File: src/hdl/assert_macros.svh
// ----------------------------------------------------------------------------
// assert_macros.svh
// Concurrent assertion helpers used by the ray caster RTL.
// ----------------------------------------------------------------------------
`ifndef ASSERT_MACROS_SVH
`define ASSERT_MACROS_SVH

// Same-cycle implication, disabled while reset is asserted.
`define ASSERT_IMP(lbl, clk, rst_n, ante, cons) \
    lbl: assert property (@(posedge clk) disable iff (!rst_n) (ante) |-> (cons)) \
        else $error("assertion failed");

// Next-cycle implication, disabled while reset is asserted.
`define ASSERT_NXT(lbl, clk, rst_n, ante, cons) \
    lbl: assert property (@(posedge clk) disable iff (!rst_n) (ante) |=> (cons)) \
        else $error("assertion failed");

`endif

File: src/hdl/gcr_pkg.sv
// ----------------------------------------------------------------------------
// gcr_pkg
// Types, widths and codes for the grid ray caster.
// ----------------------------------------------------------------------------
package gcr_pkg;

    localparam int FRAC_BITS = 16;
    localparam int MAP_SIDE  = 64;
    localparam int DEF_MAX_STEPS = 128;

    localparam int CELL_W    = $clog2(MAP_SIDE);
    localparam int ADDR_W    = 2 * CELL_W;
    localparam int MAP_DEPTH = MAP_SIDE * MAP_SIDE;

    localparam int POS_W  = 22;
    localparam int DIR_W  = 18;
    localparam int SW_W   = 13;
    localparam int COL_W  = 12;
    localparam int PERP_W = 24;
    localparam int HIT_W  = 23;
    localparam int CFG_W  = 22;
    localparam int IDX_W  = 3;

    localparam int CAM_W   = 32;
    localparam int RAY_W   = 34;
    localparam int DIST_W  = 41;
    localparam int NUM_W   = 40;
    localparam int DEN_W   = 34;
    localparam int MUL_A_W = 34;
    localparam int MUL_B_W = 32;
    localparam int PROD_W  = MUL_A_W + MUL_B_W;
    localparam int NUMS_W  = POS_W + 2;

    localparam int ONE = 1 << FRAC_BITS;
    localparam logic [NUM_W-1:0]  DX_NUM   = NUM_W'(1) << (2 * FRAC_BITS);
    localparam logic [PERP_W-1:0] PERP_MAX = '1;
    localparam logic [HIT_W-1:0]  HIT_TOP  = HIT_W'(MAP_SIDE) << FRAC_BITS;

    // s_tdata layout
    localparam int IN_W     = 32;
    localparam int IN_CX_LO = 0;
    localparam int IN_CY_LO = IN_CX_LO + CELL_W;
    localparam int IN_WALL  = IN_CY_LO + CELL_W;
    localparam int IN_COL_LO = IN_WALL + 1;

    // m_tdata layout
    localparam int OUT_USED = COL_W + PERP_W + 2 * HIT_W + 2 * CELL_W + 1 + 2;
    localparam int OUT_W    = ((OUT_USED + 7) / 8) * 8;
    localparam int OUT_PAD  = OUT_W - OUT_USED;

    localparam logic OP_WRITE = 1'b0;
    localparam logic OP_CAST  = 1'b1;

    localparam logic [IDX_W-1:0] CFG_POS_X    = 3'd0;
    localparam logic [IDX_W-1:0] CFG_POS_Y    = 3'd1;
    localparam logic [IDX_W-1:0] CFG_DIR_X    = 3'd2;
    localparam logic [IDX_W-1:0] CFG_DIR_Y    = 3'd3;
    localparam logic [IDX_W-1:0] CFG_PLANE_X  = 3'd4;
    localparam logic [IDX_W-1:0] CFG_PLANE_Y  = 3'd5;
    localparam logic [IDX_W-1:0] CFG_SCREEN_W = 3'd6;

    localparam logic [POS_W-1:0] RST_POS_X   = POS_W'(2097152);
    localparam logic [POS_W-1:0] RST_POS_Y   = POS_W'(2097152);
    localparam logic [DIR_W-1:0] RST_DIR_X   = DIR_W'(-65536);
    localparam logic [DIR_W-1:0] RST_DIR_Y   = '0;
    localparam logic [DIR_W-1:0] RST_PLANE_X = '0;
    localparam logic [DIR_W-1:0] RST_PLANE_Y = DIR_W'(43254);
    localparam logic [SW_W-1:0]  RST_SCREEN_W = SW_W'(640);

    localparam logic [1:0] FACE_NORTH = 2'd0;
    localparam logic [1:0] FACE_SOUTH = 2'd1;
    localparam logic [1:0] FACE_EAST  = 2'd2;
    localparam logic [1:0] FACE_WEST  = 2'd3;

    typedef enum logic [4:0] {
        OP_NONE,
        OP_ACCEPT,
        OP_DIV_CAM,
        OP_DIV_DX,
        OP_DIV_DY,
        OP_DIV_SDX,
        OP_DIV_SDY,
        OP_DIV_PERP,
        OP_MUL_RX,
        OP_MUL_RY,
        OP_MUL_HX,
        OP_MUL_HY,
        OP_READ_START,
        OP_STEP,
        OP_ZERO_PERP,
        OP_FINISH,
        OP_NOHIT
    } dp_op_t;

    typedef struct packed {
        dp_op_t op;
    } cmd_t;

    typedef struct packed {
        logic map_ready;
        logic div_done;
        logic wall;
        logic leave;
        logic out_busy;
    } st_t;

endpackage

File: src/hdl/gcr_ctrl.sv
// ----------------------------------------------------------------------------
// gcr_ctrl
// Sequencer for one request: ray setup, divisions, DDA walk, result load.
// ----------------------------------------------------------------------------
`include "assert_macros.svh"

module gcr_ctrl #(
    parameter int MAX_STEPS = gcr_pkg::DEF_MAX_STEPS
) (
    input  logic          clk,
    input  logic          rst_n,
    input  logic          s_tvalid,
    input  logic          s_tuser,
    output logic          s_tready,
    input  gcr_pkg::st_t  st,
    output gcr_pkg::cmd_t cmd
);

    localparam int STEP_W = $clog2(MAX_STEPS + 1);

    typedef enum logic [3:0] {
        S_IDLE,
        S_DIV,
        S_DIV_WAIT,
        S_MUL_RX,
        S_MUL_RY,
        S_MUL_R_WAIT,
        S_START,
        S_CHECK_START,
        S_STEP,
        S_CHECK,
        S_ZERO,
        S_MUL_HX,
        S_MUL_HY,
        S_MUL_H_WAIT,
        S_FINISH,
        S_NOHIT
    } state_t;

    state_t          state_reg, state_next;
    gcr_pkg::dp_op_t div_op_reg, div_op_next;
    logic [STEP_W-1:0] steps_reg, steps_next;

    always_comb
    begin
        state_next  = state_reg;
        div_op_next = div_op_reg;
        steps_next  = steps_reg;
        cmd.op      = gcr_pkg::OP_NONE;
        s_tready    = (state_reg == S_IDLE) && st.map_ready;
        case (state_reg)
            S_IDLE:
            begin
                if (s_tvalid && s_tready)
                begin
                    cmd.op = gcr_pkg::OP_ACCEPT;
                    if (s_tuser == gcr_pkg::OP_CAST)
                    begin
                        div_op_next = gcr_pkg::OP_DIV_CAM;
                        state_next  = S_DIV;
                    end
                end
            end
            S_DIV:
            begin
                cmd.op     = div_op_reg;
                state_next = S_DIV_WAIT;
            end
            S_DIV_WAIT:
            begin
                if (st.div_done)
                begin
                    state_next = S_DIV;
                    case (div_op_reg)
                        gcr_pkg::OP_DIV_CAM:  state_next = S_MUL_RX;
                        gcr_pkg::OP_DIV_DX:   div_op_next = gcr_pkg::OP_DIV_DY;
                        gcr_pkg::OP_DIV_DY:   div_op_next = gcr_pkg::OP_DIV_SDX;
                        gcr_pkg::OP_DIV_SDX:  div_op_next = gcr_pkg::OP_DIV_SDY;
                        gcr_pkg::OP_DIV_SDY:  state_next = S_CHECK_START;
                        default:              state_next = S_MUL_HX;
                    endcase
                end
            end
            S_MUL_RX:
            begin
                cmd.op     = gcr_pkg::OP_MUL_RX;
                state_next = S_MUL_RY;
            end
            S_MUL_RY:
            begin
                cmd.op     = gcr_pkg::OP_MUL_RY;
                state_next = S_MUL_R_WAIT;
            end
            S_MUL_R_WAIT:
                state_next = S_START;
            S_START:
            begin
                cmd.op      = gcr_pkg::OP_READ_START;
                steps_next  = '0;
                div_op_next = gcr_pkg::OP_DIV_DX;
                state_next  = S_DIV;
            end
            S_CHECK_START:
                state_next = st.wall ? S_ZERO : S_STEP;
            S_STEP:
            begin
                if ((steps_reg >= STEP_W'(MAX_STEPS)) || st.leave)
                    state_next = S_NOHIT;
                else
                begin
                    cmd.op     = gcr_pkg::OP_STEP;
                    steps_next = steps_reg + STEP_W'(1);
                    state_next = S_CHECK;
                end
            end
            S_CHECK:
            begin
                if (st.wall)
                begin
                    div_op_next = gcr_pkg::OP_DIV_PERP;
                    state_next  = S_DIV;
                end
                else
                    state_next = S_STEP;
            end
            S_ZERO:
            begin
                cmd.op     = gcr_pkg::OP_ZERO_PERP;
                state_next = S_MUL_HX;
            end
            S_MUL_HX:
            begin
                cmd.op     = gcr_pkg::OP_MUL_HX;
                state_next = S_MUL_HY;
            end
            S_MUL_HY:
            begin
                cmd.op     = gcr_pkg::OP_MUL_HY;
                state_next = S_MUL_H_WAIT;
            end
            S_MUL_H_WAIT:
                state_next = S_FINISH;
            S_FINISH:
            begin
                if (!st.out_busy)
                begin
                    cmd.op     = gcr_pkg::OP_FINISH;
                    state_next = S_IDLE;
                end
            end
            S_NOHIT:
            begin
                if (!st.out_busy)
                begin
                    cmd.op     = gcr_pkg::OP_NOHIT;
                    state_next = S_IDLE;
                end
            end
            default:
                state_next = S_IDLE;
        endcase
    end

    always_ff @(posedge clk or negedge rst_n)
    begin
        if (!rst_n)
        begin
            state_reg  <= S_IDLE;
            div_op_reg <= gcr_pkg::OP_DIV_CAM;
            steps_reg  <= '0;
        end
        else
        begin
            state_reg  <= state_next;
            div_op_reg <= div_op_next;
            steps_reg  <= steps_next;
        end
    end

    `ASSERT_IMP(a_step_limit, clk, rst_n, cmd.op == gcr_pkg::OP_STEP, steps_reg < STEP_W'(MAX_STEPS))
    `ASSERT_IMP(a_out_free, clk, rst_n, cmd.op == gcr_pkg::OP_FINISH || cmd.op == gcr_pkg::OP_NOHIT, !st.out_busy)
    `ASSERT_NXT(a_cast_busy, clk, rst_n, s_tvalid && s_tready && s_tuser == gcr_pkg::OP_CAST, !s_tready)

endmodule

File: config.mk
export PLATFORM = sky130hd
export DESIGN_NAME = gcr_ctrl
export DESIGN_NICKNAME = d
export VERILOG_FILES = /design/src/hdl/gcr_pkg.sv /design/src/hdl/gcr_ctrl.sv
export VERILOG_INCLUDE_DIRS = /design/src /design/src/hdl
export SDC_FILE = /design/constraint.sdc
export NUM_CORES = 1
export LEC_CHECK = 0
export BUFFER_PORTS_ARGS = -buffer_cell sky130_fd_sc_hd__buf_2
export CORE_AREA = 2 2 69 71
export CTS_CLUSTER_SIZE = 30
export DETAILED_ROUTE_END_ITERATION = 8
export DIE_AREA = 0 0 71 73
export HOLD_SLACK_MARGIN = 0.02
export PLACE_DENSITY = 0.42
export SLEW_MARGIN = 20
export SYNTH_ARGS = -nofsm -noshare
export SYNTH_HDL_FRONTEND = slang
export SYNTH_SLANG_ARGS = --single-unit
export TNS_END_PERCENT = 5
File: constraint.sdc
create_clock -name clk -period 2.3 [get_ports clk]
set_input_delay 0.23 -clock clk [delete_from_list [all_inputs] [get_ports clk]]
set_output_delay 0.23 -clock clk [all_outputs]
set_load 0.03 [all_outputs]
Yosys cells after proc, flatten, opt, wreduce, memory -nomap -nowiden
Index checks and enable logic that the tools add are counted.
{"block": "word_totals", "register_bits": 17}
{"block": "classes", "add_sub_neg": 1, "eq_ne": 27, "muxes": 22, "n_reduce_logical": 11, "n_lt_le_gt_ge": 1}
{"operator": "case mux 4 bit (15 select lines)", "n": 1}
{"operator": "case mux 5 bit (11 select lines)", "n": 1}
{"operator": "equality test 4 bit, second input constant", "n": 8}
{"operator": "two-way mux 4 bit", "n": 7}
{"operator": "two-way mux 5 bit", "n": 5}
{"operator": "case mux 5 bit (4 select lines)", "n": 1}
{"operator": "equality test 4 x 3 -> 1 bit, second input constant", "n": 4}
{"operator": "case mux 8 bit (2 select lines)", "n": 1}
{"operator": "equality test 5 x 3 -> 1 bit, second input constant", "n": 3}
{"operator": "case mux 5 bit (3 select lines)", "n": 1}
{"operator": "case mux 4 bit (3 select lines)", "n": 1}
{"operator": "equality test 5 x 2 -> 1 bit, second input constant", "n": 2}
{"operator": "!= test 2 bit, second input constant", "n": 5}
{"operator": "adder 8 x 1 -> 8 bit, second input constant", "n": 1}
{"operator": "equality test 4 x 2 -> 1 bit, second input constant", "n": 2}
{"operator": "greater-or-equal comparator 8 bit, second input constant", "n": 1}
{"operator": "two-way mux 8 bit", "n": 1}
{"operator": "AND reduction 6 bit", "n": 1}
{"operator": "equality test 4 x 1 -> 1 bit, second input constant", "n": 1}
{"operator": "logical NOT 4 bit", "n": 1}
{"operator": "!= test 4 bit, second input constant", "n": 1}
{"operator": "AND reduction 4 bit", "n": 1}
{"operator": "nonzero test 4 bit", "n": 1}
{"operator": "two-way mux 3 bit", "n": 1}
{"operator": "9 further kinds", "n": 10}

Depth between registers and ports, before layout
Gate-level depths: netlist of run 1.
{"block": "depth", "depth_word": 5, "ltp_mapped": 6, "ltp_nobuf": 5}

Worst setup path after synthesis of run 1
OpenSTA, ideal clock, no wires.
{"block": "synth_path", "kind": "reg2out", "startpoint": "register state_reg[3]", "endpoint": "output port cmd[0] (netlist name)", "t_required_ns": 2.070, "arrival_time_ns": 1.696, "stages_incl_launch_ff": 7, "path_buffers": 2, "slack_ns": 0.374, "cell_sequence": "dfrtp_1 -> buf_2 -> buf_1 -> nand2_1 -> a21oi_1 -> a21oi_1 -> o21ai_0"}
{"element": "from (decl)", "line_no": "gcr_ctrl.sv:40", "text": "state_t state_reg, state_next;"}
{"element": "from (signal assigned)", "line_no": "gcr_ctrl.sv:174", "text": "state_reg <= state_next;"}
{"element": "to (decl)", "line_no": "gcr_ctrl.sv:16", "text": "output gcr_pkg::cmd_t cmd"}

==> qor.yml, run 1 <==
cts-resized-gates: 0
placed_area_um2: 1270
grt.overflow.total: 0
final_common_cell: "nand2_1"
first_pass_iters: 4
rsz0062_at_grt: "false"
synth_compound_area_frac: 0.212
arrival_ps: 1790
synth_top_family_by_area: "simple AND/OR/NAND/NOR gates"
synth_nets: 159
r2r_slack_ps: 480
synth_cell_types: 43
cts_root_buffer: "clkbuf_8"
postSynthCellCount: 148
synth_edf_count: 0
yosys_warnings: 0
cts_sinks: 15
num_vias: 1095
slew_violations: 0
layout-drive-gt1-share: 0.183
clk_latency_ps: 240
synth-xor-area-share: 0.0306
reg2regPathDepth: 5
grt_start_max_net_pins: 18
synthAdderAreaFrac: 0.0219
crit_fanout: 5
gp_congestion: 0.839
place_ws_ps: 491
hold-worst-slack_ps: 416
largest_reg_flops: 8
drt-total-wl_um: 3080
synth_mux_area_frac: 0.0317
power_density_nw_per_um2: 676
antenna_found_initial: 0
peakVddDrop_mv: 0.243
reg2reg_to: "div_op_reg[2]"
hold_class: "primary input to asynchronous set/reset pin"
end_kind: "primary output"
finalCritPeriodShare: 0.879
cts_tree: "yes"
cts_buffers: 3
worst_slew_pin_slew_ps: 531
clk_pin_slew_worst_paths_ps: 60
grt_use_total: 0.131
final_cells: 218
layout_common_cells: "nand2_1 (20), nor2_1 (18), a21oi_1 (14), dfrtp_1 (14), buf_2 (14)"
rows: 25
io_buffers: 14
fp.coreArea_um2: 4540
run_status: "finished, final reports clean"
fin_skew_ps: 3.82
synth_area_um2: 1140
drc_errors: 0
period_needed_ps: 2020
grt_pass1_wl_um: 5400
first_iter_violations: 42
ys_seq_area_frac: 0.329
area_growth_pct: 16.3
path_class: "flop to primary output"
synth_top_cell_by_area: "dfrtp_1"
synthSimpleGateAreaFrac: 0.319
placed_cells: 213
start_util: 0.252
synthTopCellsByArea: "dfrtp_1 (31%), nand2_1 (6.6%), a21oi_1 (6.1%)"
ys_ff_latch: 15
fin_nets: 176
tns_ps: 0
via_per_inst: 5.02
required_ps: 2070
top_level_ports: 15
timing.rr.start: "state_reg[2]"
ys.flop_type: "dfrtp_1"
avgRoutedWirePerCell_um: 14.1
relSlewSlack: 0.646
fp.dieH_um: 73
die-area_um2: 5180
first_global_vias: 1190
setup_viol: 0
fin_area_um2: 1330
fin_ws_ps: 278
syn_avg_cell_area_um2: 7.73
fmax_mhz: 495
dpl.hpwl_um: 2360
synth_top_area_share: 0.306
ant_nets: 0
diodes: 0
drv_cap: 0
final_hold_viol_count: 0
cellLeakagePower_nw: 0.595
critPathLaunchType: "flop"
ys_async_sr_fraction: 1.00
clockBufferDepth: 2
die_w_um: 71
htreeDepth: 1
fillCellCount: 492
## layout make-up
class                      count  area, um^2  share of cell area
clock buffer                   4        45.0              0.0339
inverter                       7        26.3              0.0198
multi-input combinational    119         704               0.530
sequential                    15         377               0.283
tap                           54        67.6              0.0508
timing repair buffer          19         110              0.0828
## cells in the mapped netlist, types with 2 or more instances
master,number
xor2_1,2
nor3_1,4
clkbuf_1,3
a31oi_1,3
a21boi_0,2
nor2_1,18
ha_1,2
or3_1,3
inv_1,7
a21oi_1,14
nand3_1,7
xnor2_1,2
dfrtp_1,14
buf_2,2
nand2b_1,2
nand2_1,20
nand3b_1,2
o21ai_0,13
and3_1,4
## critical path: stages (launching register included)
cell and delay (ps):
dfrtp_1 400, nor2_1 420, nand2_1 150, a21oi_1 150
a21oi_1 50, o21ai_0 160, buf_2 220
## metrics by stage
step                total power, mW   util
global route                  0.971  0.293
CTS                           0.910  0.293
finish                        0.899  0.293
detailed placement            0.691  0.281
floorplan                     0.600      -
global placement              0.692  0.281
## worst max-delay path by stage
| stage | cells after the start | slack (ps) | endpoint | startpoint |
|---|---|---|---|---|
| 3_3_place_gp | 5 | 490 | div_op_reg[2] | state_reg[0] |
| 3_5_place_dp | 5 | 490 | div_op_reg[2] | state_reg[0] |
| 4_1_cts | 6 | 270 | cmd[0] | steps_reg[7] |
| 6_report | 6 | 280 | cmd[0] | steps_reg[7] |
| 5_1_grt | 6 | 40 | cmd[0] | steps_reg[7] |
| 2_1_floorplan | 6 | 370 | cmd[0] | state_reg[3] |
## per-layer routing
metal,up-vias,track usage,share of wire
met5,-,0,0
met4,0,0.0503,0.010
met3,2,0.0180,0.024
met2,18,0.227,0.48
met1,526,0.164,0.48
li1,549,-,-
## kinds of logic after synthesis
kind of cell    after synthesis
mux                           3
buf+inv                      14
flops                        15
simple gates                 69
xor+xnor                      4
compound gates               41
fa+ha+maj                     2
## where the power goes
| group | total [mW] | internal (mW) | leakage [nW] | switching (mW) |
|---|---|---|---|---|
| Combinational | 0.330 | 0.132 | 0.368 | 0.198 |
| Sequential | 0.357 | 0.294 | 0.204 | 0.0625 |
| Clock | 0.212 | 0.122 | 0.0228 | 0.0899 |
## timing repair
action,in CTS,in global routing
hold buffers,1,0
buffers inserted,0,0
hold endpoints to repair,14,0
No activity file was read; power rests on OpenSTA's default activity.
==> run 2: changes to the inputs <==
==> constraint.sdc (replaced) <==
create_clock -name clk -period 2.05 [get_ports clk]
set_input_delay 0.1025 -clock clk [delete_from_list [all_inputs] [get_ports clk]]
set_output_delay 0.1025 -clock clk [all_outputs]
set_load 0.03 [all_outputs]
==> qor.yml, run 2 (same netlist as run 1, synthesis figures left out) <==
htreeDepth: 1  # unchanged
r2r_slack_ps: 320  # -160 ps
gp_congestion: 0.869  # +3.6%
fp.coreArea_um2: 4540  # unchanged
max_stage_delay_ps: 500  # +80 ps
end_kind: "primary output"
period_needed_ps: 1870
hold_path.startpoint: "st[2]"
layout_common_cells: "nand2_1 (20), nor2_1 (17), a21oi_1 (14), dfrtp_1 (14), buf_2 (14)"
grt_pass1_wl_um: 5090  # -5.7%
fin_nets: 178  # +1.1%
slew_violations: 0  # unchanged
setup_viol: 0  # unchanged
placed_cells: 215  # +0.94%
io_buffers: 14  # unchanged
clk_latency_ps: 250  # about the same
reg2regPathDepth: 4  # -1
grt_busiest_layer: "met2"
ant_nets: 0  # unchanged
crit_buf_inv: 3  # +2
die-area_um2: 5180  # unchanged
required_ps: 1950  # -120 ps
cts_setup_buffers: 0  # unchanged
arrival_ps: 1770  # -20 ps
cts_root_buffer: "clkbuf_8"
cts_tree: "yes"
antenna_found_initial: 0  # unchanged
relSlewSlack: 0.724  # +0.0774
drc_errors: 0  # unchanged
via_per_inst: 5.27  # +4.9%
critPathLaunchType: "flop"
rsz0062_at_grt: "false"
die_w_um: 71  # unchanged
dpl.hpwl_um: 2430  # +3.2%
hold_class: "primary input to flop"
area_growth_pct: 17.8
crit_fanout: 11  # +6
grt_start_max_net_pins: 16  # -2
final_common_cell: "nand2_1"
cp_slowest_cell: "dfrtp_1"
power.total_mw: 1.03  # +14%
finalCritPeriodShare: 0.912
use_met3: 0.0207  # +0.00276
cellLeakagePower_nw: 0.605  # +1.8%
path_class: "flop to primary output"
met1_usage: 0.156  # -0.00759
worst_slew_pin_slew_ps: 415  # -116 ps
first_pass_iters: 5  # +1
peakVddDrop_mv: 0.213  # -12%
num_vias: 1159  # +5.8%
min_to: "div_op_reg[1]"
place_ws_ps: 349  # -141 ps
holdPathStages: 3
use_met2: 0.214  # -0.0135
worst-path-stages: 6  # unchanged
power_density_nw_per_um2: 764  # +13%
layout-drive-gt1-share: 0.199  # +0.0159
first_iter_violations: 37  # -12%
final_cells: 220  # +0.92%
crit_chain: "buf_4 -> inv_1 -> nand2_1 -> a21boi_0 -> o21ai_0 -> buf_2"
tns_ps: 0  # unchanged
drv_cap: 0  # unchanged
grt.overflow.total: 0  # unchanged
fin_ws_ps: 180  # -98.3 ps
drt-total-wl_um: 3160  # +2.7%
cts_buffers: 3  # unchanged
final_hold_viol_count: 0  # unchanged
cts_sinks: 15  # unchanged
largest_reg_flops: 8  # unchanged
timing.rr.start: "state_reg[0]"
reg2reg_to: "div_op_reg[2]"
fp.dieH_um: 73  # unchanged
fmax_mhz: 535
diodes: 0  # unchanged
critical-path-top-delay-family: "buffers and inverters"
avgRoutedWirePerCell_um: 14.4  # +1.7%
first_global_vias: 1102  # -7.4%
top_level_ports: 15  # unchanged
fin_skew_ps: 3.98  # +0.163 ps
clk_pin_slew_worst_paths_ps: 70  # about the same
rows: 25  # unchanged
grt_use_total: 0.126  # -0.00464
start_util: 0.252  # unchanged
clockBufferDepth: 2  # unchanged
run_status: "finished, final reports clean"
[run 2: cell types whose count changed in the layout (fill, tap and decap cells not counted)]
cell / change
buf_4: +2
nor2_1: -1
nor2_2: +1
[run 2: per-layer routing]
layer / vias up / routed length, um
li1: 557 / -
met1: 551 / 1460
met2: 43 / 1410
met3: 8 / 202
met4: 0 / 86
met5: - / 0
[run 2: cell type report]
type                            count  area (um^2)
Fill cell                         496         3190
Inverter                            7         26.3
Sequential cell                    15          377
Tap cell                           54         67.6
Clock buffer                        4         45.0
Multi-Input combinational cell    119          707
Timing Repair Buffer               21          125
[run 2: how the worst max path moves through the flow]
stage / start / slack [ps] / end
6_report: state_reg[2] / 180 / cmd[1]
5_1_grt: state_reg[2] / 10 / cmd[1]
4_1_cts: steps_reg[7] / 120 / cmd[0]
3_5_place_dp: steps_reg[7] / 350 / steps_reg[3]
3_3_place_gp: state_reg[3] / 310 / div_op_reg[2]
2_1_floorplan: state_reg[3] / 250 / cmd[0]
[run 2: what timing repair did]
item / CTS / global route
setup endpoints to repair: 0 / 1
hold buffers: 1 / 0
gates resized for setup: 0 / 1
hold endpoints to repair: 14 / 0
[run 2: per-stage QoR]
step | cell area, um^2 | hold WS (ps) | util
2_1_floorplan | 1140 | -193 | -
3_3_place_gp | 1290 | 41.5 | 0.284
3_5_place_dp | 1290 | 42.1 | 0.284
4_1_cts | 1350 | 279 | 0.297
5_1_grt | 1350 | 311 | 0.297
6_report | 1350 | 289 | 0.297
[run 2: tightest hold or removal path, cell delays in order]
cell	delay [ps]
buf_2	120
a32o_1	220
a31oi_1	90
[run 2: where the power goes]
group / leakage, nW / total [mW] / switching (mW) / internal (mW)
sequential: 0.204 / 0.392 / 0.0614 / 0.330
clock: 0.0228 / 0.245 / 0.107 / 0.138
combinational: 0.379 / 0.392 / 0.237 / 0.155
total: 0.605 / 1.03 / 0.406 / 0.624
